--- config.mk ---
export PLATFORM = sky130hd
export DESIGN_NAME = block_rms_level_to_pwm_top
export DESIGN_NICKNAME = d
export VERILOG_FILES = /design/src/brlp_pkg.sv /design/src/brlp_front.sv /design/src/brlp_queue.sv /design/src/brlp_back.sv /design/src/block_rms_level_to_pwm_top.sv
export SDC_FILE = /design/constraint.sdc
export NUM_CORES = 2
export LEC_CHECK = 0
export BUFFER_PORTS_ARGS = -buffer_cell sky130_fd_sc_hd__buf_2
export CAP_MARGIN = 20
export CORE_ASPECT_RATIO = 0.75
export CORE_UTILIZATION = 35
export DETAILED_ROUTE_END_ITERATION = 10
export PLACE_DENSITY = 0.52
export SYNTH_ARGS = -nofsm -noshare
export SYNTH_HDL_FRONTEND = slang
export SYNTH_SLANG_ARGS = --single-unit
--- constraint.sdc ---
create_clock -name clk -period 7.9 [get_ports clk]
set_clock_uncertainty 0.2 [all_clocks]
set_input_delay 1.58 -clock clk [delete_from_list [all_inputs] [get_ports clk]]
set_output_delay 1.58 -clock clk [all_outputs]
set_load 0.03 [all_outputs]
--- src/brlp_pkg.sv ---
// ----------------------------------------------------------------------------
// brlp_pkg: shared types and constants of the block RMS level meter
// Widths, reset values, configuration register indexes and the back-end
// sequencer states.
// ----------------------------------------------------------------------------
package brlp_pkg;

    localparam int SAMPLE_W = 32;
    localparam int MAG_W    = 32;
    localparam int SQ_W     = 64;
    localparam int SUM_W    = 53;
    localparam int SHIFT_W  = 5;
    localparam int SCALE_W  = 16;
    localparam int LEVEL_W  = 24;
    localparam int BRIGHT_W = 8;
    localparam int PROD_W   = LEVEL_W + BRIGHT_W;
    localparam int CFG_W    = 16;
    localparam int ITER_W   = 6;

    localparam int BLOCK_SAMPLES_DEF = 64;

    localparam logic [SHIFT_W-1:0]  SHIFT_RESET = SHIFT_W'(14);
    localparam logic [SCALE_W-1:0]  SCALE_RESET = SCALE_W'(1000);
    localparam logic [SUM_W-1:0]    SUM_MAX     = '1;
    localparam logic [LEVEL_W-1:0]  LEVEL_MAX   = LEVEL_W'(8388608);
    localparam logic [BRIGHT_W-1:0] BRIGHT_MAX  = BRIGHT_W'(255);

    localparam int DIV_STEPS   = SUM_W;
    localparam int ROOT_STEPS  = (SUM_W + 1) / 2;
    localparam int SCALE_STEPS = BRIGHT_W;

    typedef enum logic [0:0] {
        CFG_DOWNSCALE_SHIFT  = 1'b0,
        CFG_FULL_SCALE_LEVEL = 1'b1
    } cfg_index_t;

    typedef enum logic [2:0] {
        B_IDLE,
        B_DIV,
        B_ROOT,
        B_LEVEL,
        B_PREP,
        B_SCALE,
        B_HOLD
    } back_state_t;

    typedef struct packed {
        logic [BRIGHT_W-1:0] brightness;
        logic [LEVEL_W-1:0]  level;
    } result_t;

endpackage

--- src/brlp_front.sv ---
// ----------------------------------------------------------------------------
// brlp_front: sample intake and sum-of-squares accumulator
// Shifts and rectifies each sample, squares it, accumulates with saturation
// and hands a closed block (sum, count) to the queue.
// ----------------------------------------------------------------------------
module brlp_front
    import brlp_pkg::*;
#(
    parameter int  BLOCK_SAMPLES = BLOCK_SAMPLES_DEF,
    localparam int CNT_W         = $clog2(BLOCK_SAMPLES + 1)
)
(
    input  logic                clk,
    input  logic                rst_n,
    input  logic                in_valid,
    output logic                in_ready,
    input  logic [SAMPLE_W-1:0] in_sample,
    input  logic                in_last,
    input  logic [SHIFT_W-1:0]  shift,
    output logic                blk_valid,
    input  logic                blk_ready,
    output logic [SUM_W-1:0]    blk_sum,
    output logic [CNT_W-1:0]    blk_count
);

    logic               s1_valid_reg;
    logic [MAG_W-1:0]   s1_mag_reg;
    logic               s1_last_reg;
    logic               s2_valid_reg;
    logic [SQ_W-1:0]    s2_sq_reg;
    logic               s2_last_reg;
    logic [SUM_W-1:0]   sum_reg;
    logic [CNT_W-1:0]   cnt_reg;

    logic [MAG_W-1:0]   raw_inv;
    logic [MAG_W-1:0]   mag_next;
    logic [SQ_W-1:0]    total;
    logic [SUM_W-1:0]   sum_next;
    logic [CNT_W-1:0]   cnt_next;
    logic               close;
    logic               s2_advance;
    logic               s2_load;
    logic               in_accept;

    assign raw_inv  = ~in_sample;
    assign mag_next = in_sample[SAMPLE_W-1] ? MAG_W'((raw_inv >> shift) + MAG_W'(1))
                                            : (in_sample >> shift);

    assign total    = {{(SQ_W-SUM_W){1'b0}}, sum_reg} + s2_sq_reg;
    assign sum_next = (total > {{(SQ_W-SUM_W){1'b0}}, SUM_MAX}) ? SUM_MAX
                                                                 : total[SUM_W-1:0];
    assign cnt_next = cnt_reg + CNT_W'(1);
    assign close    = s2_last_reg || (cnt_next == CNT_W'(BLOCK_SAMPLES));

    assign blk_valid  = s2_valid_reg && close;
    assign blk_sum    = sum_next;
    assign blk_count  = cnt_next;

    assign s2_advance = s2_valid_reg && (!close || blk_ready);
    assign s2_load    = s1_valid_reg && (!s2_valid_reg || s2_advance);
    assign in_ready   = !s1_valid_reg || s2_load;
    assign in_accept  = in_valid && in_ready;

    always_ff @(posedge clk or negedge rst_n)
    begin
        if (!rst_n)
        begin
            s1_valid_reg <= 1'b0;
            s2_valid_reg <= 1'b0;
            sum_reg      <= '0;
            cnt_reg      <= '0;
        end
        else
        begin
            if (in_accept)
            begin
                s1_valid_reg <= 1'b1;
            end
            else if (s2_load)
            begin
                s1_valid_reg <= 1'b0;
            end

            if (s2_load)
            begin
                s2_valid_reg <= 1'b1;
            end
            else if (s2_advance)
            begin
                s2_valid_reg <= 1'b0;
            end

            if (s2_advance)
            begin
                if (close)
                begin
                    sum_reg <= '0;
                    cnt_reg <= '0;
                end
                else
                begin
                    sum_reg <= sum_next;
                    cnt_reg <= cnt_next;
                end
            end
        end
    end

    always_ff @(posedge clk)
    begin
        if (in_accept)
        begin
            s1_mag_reg  <= mag_next;
            s1_last_reg <= in_last;
        end
        if (s2_load)
        begin
            s2_sq_reg   <= SQ_W'(s1_mag_reg) * SQ_W'(s1_mag_reg);
            s2_last_reg <= s1_last_reg;
        end
    end

endmodule

--- src/brlp_queue.sv ---
// ----------------------------------------------------------------------------
// brlp_queue: two-entry queue of closed blocks
// Decouples the accumulator from the divide and square-root sequencer.
// ----------------------------------------------------------------------------
module brlp_queue
    import brlp_pkg::*;
#(
    parameter int WIDTH = SUM_W
)
(
    input  logic             clk,
    input  logic             rst_n,
    input  logic             push_valid,
    output logic             push_ready,
    input  logic [WIDTH-1:0] push_data,
    output logic             pop_valid,
    input  logic             pop_ready,
    output logic [WIDTH-1:0] pop_data
);

    localparam int DEPTH = 2;
    localparam int PTR_W = $clog2(DEPTH);
    localparam int FILL_W = $clog2(DEPTH + 1);

    logic [WIDTH-1:0]  entry_reg [DEPTH];
    logic [PTR_W-1:0]  wr_ptr_reg;
    logic [PTR_W-1:0]  rd_ptr_reg;
    logic [FILL_W-1:0] fill_reg;
    logic              do_push;
    logic              do_pop;

    assign push_ready = (fill_reg != FILL_W'(DEPTH));
    assign pop_valid  = (fill_reg != '0);
    assign pop_data   = entry_reg[rd_ptr_reg];
    assign do_push    = push_valid && push_ready;
    assign do_pop     = pop_valid && pop_ready;

    always_ff @(posedge clk or negedge rst_n)
    begin
        if (!rst_n)
        begin
            wr_ptr_reg <= '0;
            rd_ptr_reg <= '0;
            fill_reg   <= '0;
        end
        else
        begin
            if (do_push)
            begin
                wr_ptr_reg <= wr_ptr_reg + PTR_W'(1);
            end
            if (do_pop)
            begin
                rd_ptr_reg <= rd_ptr_reg + PTR_W'(1);
            end
            if (do_push && !do_pop)
            begin
                fill_reg <= fill_reg + FILL_W'(1);
            end
            else if (do_pop && !do_push)
            begin
                fill_reg <= fill_reg - FILL_W'(1);
            end
        end
    end

    always_ff @(posedge clk)
    begin
        if (do_push)
        begin
            entry_reg[wr_ptr_reg] <= push_data;
        end
    end

endmodule

--- src/brlp_back.sv ---
// ----------------------------------------------------------------------------
// brlp_back: mean, square root and brightness sequencer
// Divides the block sum by its count one bit per cycle, takes the integer
// square root two bits per cycle, scales to brightness and holds the result.
// ----------------------------------------------------------------------------
module brlp_back
    import brlp_pkg::*;
#(
    parameter int  BLOCK_SAMPLES = BLOCK_SAMPLES_DEF,
    localparam int CNT_W         = $clog2(BLOCK_SAMPLES + 1)
)
(
    input  logic               clk,
    input  logic               rst_n,
    input  logic               blk_valid,
    output logic               blk_ready,
    input  logic [SUM_W-1:0]   blk_sum,
    input  logic [CNT_W-1:0]   blk_count,
    input  logic [SCALE_W-1:0] full_scale,
    output logic               res_valid,
    input  logic               res_ready,
    output result_t            res
);

    localparam logic [SUM_W-1:0] ROOT_BIT0 = SUM_W'(1) << (2 * (ROOT_STEPS - 1));

    back_state_t          state_reg;
    back_state_t          state_next;
    logic [ITER_W-1:0]    iter_reg;
    logic [SUM_W-1:0]     work_reg;
    logic [CNT_W-1:0]     rem_reg;
    logic [CNT_W-1:0]     div_reg;
    logic [SUM_W-1:0]     root_reg;
    logic [SUM_W-1:0]     bit_reg;
    logic [LEVEL_W-1:0]   level_reg;
    logic [SCALE_W-1:0]   scale_reg;
    logic                 sat_reg;
    logic [SCALE_W-1:0]   srem_reg;
    logic [BRIGHT_W-1:0]  qsh_reg;
    logic                 res_valid_reg;
    result_t              res_reg;

    logic                 out_free;
    logic                 div_last;
    logic                 root_last;
    logic                 scale_last;
    logic [CNT_W:0]       rem_sh;
    logic [CNT_W:0]       rem_diff;
    logic                 qbit;
    logic [SUM_W:0]       trial;
    logic                 root_take;
    logic [SUM_W:0]       work_diff;
    logic [PROD_W-1:0]    prod;
    logic [SCALE_W:0]     srem_sh;
    logic [SCALE_W:0]     srem_diff;
    logic                 sbit;
    logic [BRIGHT_W-1:0]  bright;

    assign out_free   = !res_valid_reg || res_ready;
    assign div_last   = (iter_reg == ITER_W'(DIV_STEPS - 1));
    assign root_last  = (iter_reg == ITER_W'(ROOT_STEPS - 1));
    assign scale_last = (iter_reg == ITER_W'(SCALE_STEPS - 1));

    assign rem_sh   = {rem_reg, work_reg[SUM_W-1]};
    assign rem_diff = rem_sh - {1'b0, div_reg};
    assign qbit     = (rem_sh >= {1'b0, div_reg});

    assign trial     = {1'b0, root_reg} + {1'b0, bit_reg};
    assign root_take = ({1'b0, work_reg} >= trial);
    assign work_diff = {1'b0, work_reg} - trial;

    assign prod = {level_reg, {BRIGHT_W{1'b0}}} - {{BRIGHT_W{1'b0}}, level_reg};

    assign srem_sh   = {srem_reg, qsh_reg[BRIGHT_W-1]};
    assign srem_diff = srem_sh - {1'b0, scale_reg};
    assign sbit      = (srem_sh >= {1'b0, scale_reg});

    assign bright = sat_reg ? '0 : (BRIGHT_MAX - qsh_reg);

    always_comb
    begin
        state_next = state_reg;
        case (state_reg)
            B_IDLE:
            begin
                if (blk_valid)
                begin
                    state_next = B_DIV;
                end
            end
            B_DIV:
            begin
                if (div_last)
                begin
                    state_next = B_ROOT;
                end
            end
            B_ROOT:
            begin
                if (root_last)
                begin
                    state_next = B_LEVEL;
                end
            end
            B_LEVEL:
            begin
                state_next = B_PREP;
            end
            B_PREP:
            begin
                state_next = B_SCALE;
            end
            B_SCALE:
            begin
                if (scale_last)
                begin
                    state_next = B_HOLD;
                end
            end
            B_HOLD:
            begin
                if (out_free)
                begin
                    state_next = B_IDLE;
                end
            end
            default:
            begin
                state_next = B_IDLE;
            end
        endcase
    end

    always_comb
    begin
        blk_ready = 1'b0;
        case (state_reg)
            B_IDLE:
            begin
                blk_ready = 1'b1;
            end
            default:
            begin
                blk_ready = 1'b0;
            end
        endcase
    end

    assign res_valid = res_valid_reg;
    assign res       = res_reg;

    always_ff @(posedge clk or negedge rst_n)
    begin
        if (!rst_n)
        begin
            state_reg     <= B_IDLE;
            iter_reg      <= '0;
            res_valid_reg <= 1'b0;
        end
        else
        begin
            state_reg <= state_next;
            if (state_next != state_reg)
            begin
                iter_reg <= '0;
            end
            else
            begin
                iter_reg <= iter_reg + ITER_W'(1);
            end

            if ((state_reg == B_HOLD) && out_free)
            begin
                res_valid_reg <= 1'b1;
            end
            else if (res_ready)
            begin
                res_valid_reg <= 1'b0;
            end
        end
    end

    always_ff @(posedge clk)
    begin
        case (state_reg)
            B_IDLE:
            begin
                if (blk_valid)
                begin
                    work_reg <= blk_sum;
                    rem_reg  <= '0;
                    div_reg  <= blk_count;
                end
            end
            B_DIV:
            begin
                rem_reg  <= qbit ? rem_diff[CNT_W-1:0] : rem_sh[CNT_W-1:0];
                work_reg <= {work_reg[SUM_W-2:0], qbit};
                if (div_last)
                begin
                    root_reg <= '0;
                    bit_reg  <= ROOT_BIT0;
                end
            end
            B_ROOT:
            begin
                if (root_take)
                begin
                    work_reg <= work_diff[SUM_W-1:0];
                    root_reg <= (root_reg >> 1) + bit_reg;
                end
                else
                begin
                    root_reg <= root_reg >> 1;
                end
                bit_reg <= bit_reg >> 2;
            end
            B_LEVEL:
            begin
                level_reg <= (root_reg > SUM_W'(LEVEL_MAX)) ? LEVEL_MAX
                                                            : root_reg[LEVEL_W-1:0];
                scale_reg <= (full_scale == '0) ? SCALE_W'(1) : full_scale;
            end
            B_PREP:
            begin
                sat_reg  <= (level_reg >= LEVEL_W'(scale_reg));
                srem_reg <= prod[SCALE_W+BRIGHT_W-1:BRIGHT_W];
                qsh_reg  <= prod[BRIGHT_W-1:0];
            end
            B_SCALE:
            begin
                srem_reg <= sbit ? srem_diff[SCALE_W-1:0] : srem_sh[SCALE_W-1:0];
                qsh_reg  <= {qsh_reg[BRIGHT_W-2:0], sbit};
            end
            B_HOLD:
            begin
                if (out_free)
                begin
                    res_reg.level      <= level_reg;
                    res_reg.brightness <= bright;
                end
            end
            default:
            begin
                work_reg <= work_reg;
            end
        endcase
    end

endmodule

--- src/block_rms_level_to_pwm_top.sv ---
// Throughput: one sample per cycle into the accumulator unless the block queue is full;
// per block the back end runs 53 divide steps, 27 root steps, 8 scale steps and setup.
// A two-entry block queue lets sampling run on while the back end works.
// Reset: downscale_shift 14, full_scale_level 1000, sum, count, queue cleared.
// ----------------------------------------------------------------------------
// block_rms_level_to_pwm_top: block RMS level meter with brightness output
// Accumulates squared shifted sample magnitudes per block and reports the
// integer RMS level and an inverted 8-bit brightness.
// ----------------------------------------------------------------------------
module block_rms_level_to_pwm_top
    import brlp_pkg::*;
#(
    parameter int  BLOCK_SAMPLES = BLOCK_SAMPLES_DEF,
    localparam int CNT_W         = $clog2(BLOCK_SAMPLES + 1)
)
(
    input  logic                clk,
    input  logic                rst_n,
    input  logic                s_axis_tvalid,
    output logic                s_axis_tready,
    input  logic [SAMPLE_W-1:0] s_axis_tdata,   // [31:0] sample
    input  logic                s_axis_tlast,
    output logic                m_axis_tvalid,
    input  logic                m_axis_tready,
    output logic [31:0]         m_axis_tdata,   // [23:0] level, [31:24] brightness
    input  logic                cfg_valid,
    output logic                cfg_ready,
    input  cfg_index_t          cfg_index,
    input  logic [CFG_W-1:0]    cfg_data
);

    logic [SHIFT_W-1:0] shift_reg;
    logic [SCALE_W-1:0] full_scale_reg;

    logic               blk_valid;
    logic               blk_ready;
    logic [SUM_W-1:0]   blk_sum;
    logic [CNT_W-1:0]   blk_count;
    logic               q_valid;
    logic               q_ready;
    logic [SUM_W-1:0]   q_sum;
    logic [CNT_W-1:0]   q_count;
    result_t            res;

    assign cfg_ready = 1'b1;

    always_ff @(posedge clk or negedge rst_n)
    begin
        if (!rst_n)
        begin
            shift_reg      <= SHIFT_RESET;
            full_scale_reg <= SCALE_RESET;
        end
        else if (cfg_valid && cfg_ready)
        begin
            case (cfg_index)
                CFG_DOWNSCALE_SHIFT:
                begin
                    shift_reg <= cfg_data[SHIFT_W-1:0];
                end
                CFG_FULL_SCALE_LEVEL:
                begin
                    full_scale_reg <= cfg_data[SCALE_W-1:0];
                end
                default:
                begin
                    shift_reg <= shift_reg;
                end
            endcase
        end
    end

    brlp_front #(
        .BLOCK_SAMPLES (BLOCK_SAMPLES)
    ) u_front (
        .clk       (clk),
        .rst_n     (rst_n),
        .in_valid  (s_axis_tvalid),
        .in_ready  (s_axis_tready),
        .in_sample (s_axis_tdata),
        .in_last   (s_axis_tlast),
        .shift     (shift_reg),
        .blk_valid (blk_valid),
        .blk_ready (blk_ready),
        .blk_sum   (blk_sum),
        .blk_count (blk_count)
    );

    brlp_queue #(
        .WIDTH (SUM_W + CNT_W)
    ) u_queue (
        .clk        (clk),
        .rst_n      (rst_n),
        .push_valid (blk_valid),
        .push_ready (blk_ready),
        .push_data  ({blk_count, blk_sum}),
        .pop_valid  (q_valid),
        .pop_ready  (q_ready),
        .pop_data   ({q_count, q_sum})
    );

    brlp_back #(
        .BLOCK_SAMPLES (BLOCK_SAMPLES)
    ) u_back (
        .clk        (clk),
        .rst_n      (rst_n),
        .blk_valid  (q_valid),
        .blk_ready  (q_ready),
        .blk_sum    (q_sum),
        .blk_count  (q_count),
        .full_scale (full_scale_reg),
        .res_valid  (m_axis_tvalid),
        .res_ready  (m_axis_tready),
        .res        (res)
    );

    assign m_axis_tdata = res;

    a_level_range: assert property (@(posedge clk) disable iff (!rst_n)
        m_axis_tvalid |-> (m_axis_tdata[LEVEL_W-1:0] <= LEVEL_MAX))
        else $error("level above saturation limit");

    a_bright_floor: assert property (@(posedge clk) disable iff (!rst_n)
        (m_axis_tvalid && (full_scale_reg != '0)
            && (m_axis_tdata[LEVEL_W-1:0] >= LEVEL_W'(full_scale_reg)))
        |-> (m_axis_tdata[PROD_W-1:LEVEL_W] == '0))
        else $error("brightness not zero at full scale");

    a_block_hold: assert property (@(posedge clk) disable iff (!rst_n)
        (blk_valid && !blk_ready) |=> blk_valid)
        else $error("closed block dropped while queue full");

    a_count_nonzero: assert property (@(posedge clk) disable iff (!rst_n)
        blk_valid |-> (blk_count != '0))
        else $error("closed block with zero count");

endmodule
==> flow_metrics.tcl <==
set metrics [dict create \
    result_of_the_run "finished with violations" \
    violations_in_the_final_reports "design-rule violations, negative setup slack" \
    finalMaxSlewViolations 0 \
    synthesis.area_per_instance_um2 9.70 \
    globalRouteTotalUtil_pct 21.9 \
    final_critical_path_setup_slack_ns -0.326 \
    globalRoute.totalOverflow 0 \
    first_pass_iters 11 \
    setup_viol_count_final 10 \
    wire_length_of_the_first_global_routing_pass_mm 320 \
    ys_seq_elements 558 \
    critical_path_arrival_ns 8.44 \
    initial_antenna_violation_count 10 \
    layout.filler_cells 18400 \
    grt_start_max_net_pins 97 \
    io_buffer_count 88 \
    reg2regPathDepth 28 \
    yosys.cell_types.count 112 \
    grt_pass1_vias 51100 \
    synth.yosys.warnings 0 \
    fmaxAchievable_mhz 122 \
    critPathBufInv 7 \
    clock-root-buffer "clkbuf_16" \
    hpwl_mm 169 \
    vias 51200 \
    largest_register_ffs 120 \
    critical_path_class "flip-flop to flip-flop" \
    fp.dieArea_um2 192000 \
    wirelength_mm 211 \
    drt_first_iter_violations 4190 \
    clock_latency_ns 0.67 \
    cts.clk_slew.worst_paths_ns 0.07 \
    worstMarginPinSlew_ns 1.10 \
    cts_max_path_buffers 3 \
    place.gp.congestion 0.902 \
    max-cap-violations 0 \
    chipWidth_um 505 \
    routed_vias_inst 5.18 \
    floorplan.rows 138 \
    tritoncts_num_sinks 558 \
    area.growth.synth_to_final_pct 17.5 \
    io_pins 90 \
    crit_path_end_kind "flip-flop" \
    path_depth 28 \
    cp_slowest_stage_delay_ns 0.55 \
    postSynth.asyncResetShare_pct 17.4 \
    routed_len_inst_um 21.3 \
    die_h_um 379 \
    critical_path.slowest_cell "fa_1" \
    drive_above_1_share_pct 18.0 \
    syn-num-nets 8226 \
    critPathMaxFanout 3 \
    rsz0062_at_grt "yes" \
    final_hold_viol_count 0 \
    critPathTopFamily "adder cells" \
    seq_area_frac_synth_pct 24.5 \
    cts_tree "yes" \
    holdCritPathClass "flip-flop to flip-flop" \
    crit_path_start_kind "flip-flop" \
    placedInstanceArea_um2 73600 \
    mappedNetlistArea_um2 66500 \
    period_minus_slack_ns 8.23 \
    synth-edff-count 461 \
    critical_path.most_common_cell "fa_1" \
    finalSetupTns_ns -1.87 \
    finalCritPeriodShare_pct 104 \
    drtAntennaViolNets 0 \
    synthCells 6852 \
    h-tree-depth 3 \
    drc 28 \
    worstPathRequired_ns 8.11 \
    floorplan.initialDensity_pct 35.2 \
    fin_area_um2 78200 \
    worst_hold_path.num_cells 0 \
    core_um2 189000 \
    timing.slew.headroom_pct 26.4 \
    dominantRegCellSynth "edfxtp_1" \
    number_of_nets_in_the_finished_design 8682 \
    numCtsBuffers 68 \
]
==> per-stage QoR <==
step | utilization [%] | hold WS [ns] | setup WS, ns | cells
2_1_floorplan | - | 0.200 | -0.0400 | 6852
3_3_place_gp | 39.0 | 0.218 | -0.548 | 9689
3_5_place_dp | 39.0 | 0.212 | -0.556 | 9690
4_1_cts | 40.6 | 0.227 | -0.354 | 9835
5_1_grt | 41.4 | 0.239 | -0.553 | 9881
6_report | 41.4 | 0.224 | -0.326 | 9884
==> layout by cell type (no fill, tap or decap), types with 81 or more instances in the layout <==
master	netlist	routed
edfxtp_1	461	461
inv_1	1130	1078
and2_1	255	218
a31oi_1	127	120
and3_1	85	81
mux2i_1	108	108
dfrtp_1	88	86
fa_1	796	734
nand2_1	649	624
xor2_1	173	167
a21oi_1	374	345
ha_1	523	473
a21o_1	116	116
o21ai_0	218	202
buf_4	13	510
buf_2	23	87
xnor2_1	167	155
nor2_1	333	314
==> cells in the mapped netlist, types with 60 or more instances <==
library cell  number  area [um^2]
fa_1             796        15900
and2_1           255         1600
nor3_1            64          320
nand4_1           60          375
and3_1            85          532
edfxtp_1         461        13800
inv_1           1130         4240
ha_1             523         6540
clkbuf_1         257          965
nand2_1          649         2440
xor2_1           173         1520
a31oi_1          127          795
nor2_1           333         1250
nand3_1           67          335
mux2i_1          108         1080
a21o_1           116          871
dfrtp_1           88         2200
o21ai_0          218         1090
a21oi_1          374         1870
xnor2_1          167         1460
==> worst register-to-register path: cells and delay by family, from the launching register on <==
| kind | cells | cell delay (ns) |
|---|---|---|
| buffers and inverters | 7 | 0.65 |
| AOI/OAI and AO/OA | 9 | 2.06 |
| adders and majority gates | 9 | 3.95 |
| and+or+nand+nor | 2 | 0.54 |
| xor gates and xnor gates | 1 | 0.14 |
| DFF | 1 | 0.43 |
==> logic make-up after synthesis <==
logic type	Yosys count	synth area share (%)
and+or+nand+nor	1745	12.7
buffers and inverters	1450	8.42
adders and majority gates	1319	33.8
AOI/OAI and AO/OA	1240	12.0
DFF	558	24.5
xor gates and xnor gates	340	4.48
muxes	199	4.05
other	1	0.00564
==> final timing paths <==
kind,from,to,slack (ns)
worst max register to register,u_front.s1_mag_reg[16],u_front.s2_sq_reg[62],-0.33
worst min register to register,u_front.s1_last_reg,u_front.s2_last_reg,0.22
worst max-delay path,u_front.s1_mag_reg[16],u_front.s2_sq_reg[62],-0.33
worst min-delay path,u_front.s1_last_reg,u_front.s2_last_reg,0.22
max in group asynchronous,rst_n,full_scale_reg[6],5.15
min in group asynchronous,rst_n,shift_reg[0],0.73
==> cell type report <==
type | count | area, um^2 | share of cell area, %
inverters | 1137 | 4280 | 5.47
well taps | 2520 | 3150 | 4.03
clock buffers | 83 | 1810 | 2.31
repair buffers | 699 | 5920 | 7.57
clock inverters | 40 | 334 | 0.427
diodes | 3 | 7.51 | 0.00960
flip-flops and latches | 558 | 16300 | 20.8
multi-input cells | 4844 | 46400 | 59.3
==> what timing repair did <==
item / CTS / global route
gates resized for setup: 136 / 289
endpoints found under the setup margin: 22 / 30
gates cloned: 4 / 2
hold buffers: 0 / 0
buffers inserted: 19 / 53
pin swaps: 91 / 249
==> layer usage <==
| layer | global-route usage (%) | vias up | routed length (um) |
|---|---|---|---|
| met2 | 33.2 | 1507 | 91100 |
| met4 | 4.27 | 6 | 4300 |
| met3 | 2.87 | 218 | 13900 |
| met5 | 0 | - | 46 |
| li1 | - | 23900 | - |
| met1 | 33.2 | 25500 | 101000 |
Power is left out: the tool's default activity adds up to more than one toggle a clock period on the data nets, which glitch-free logic cannot reach.
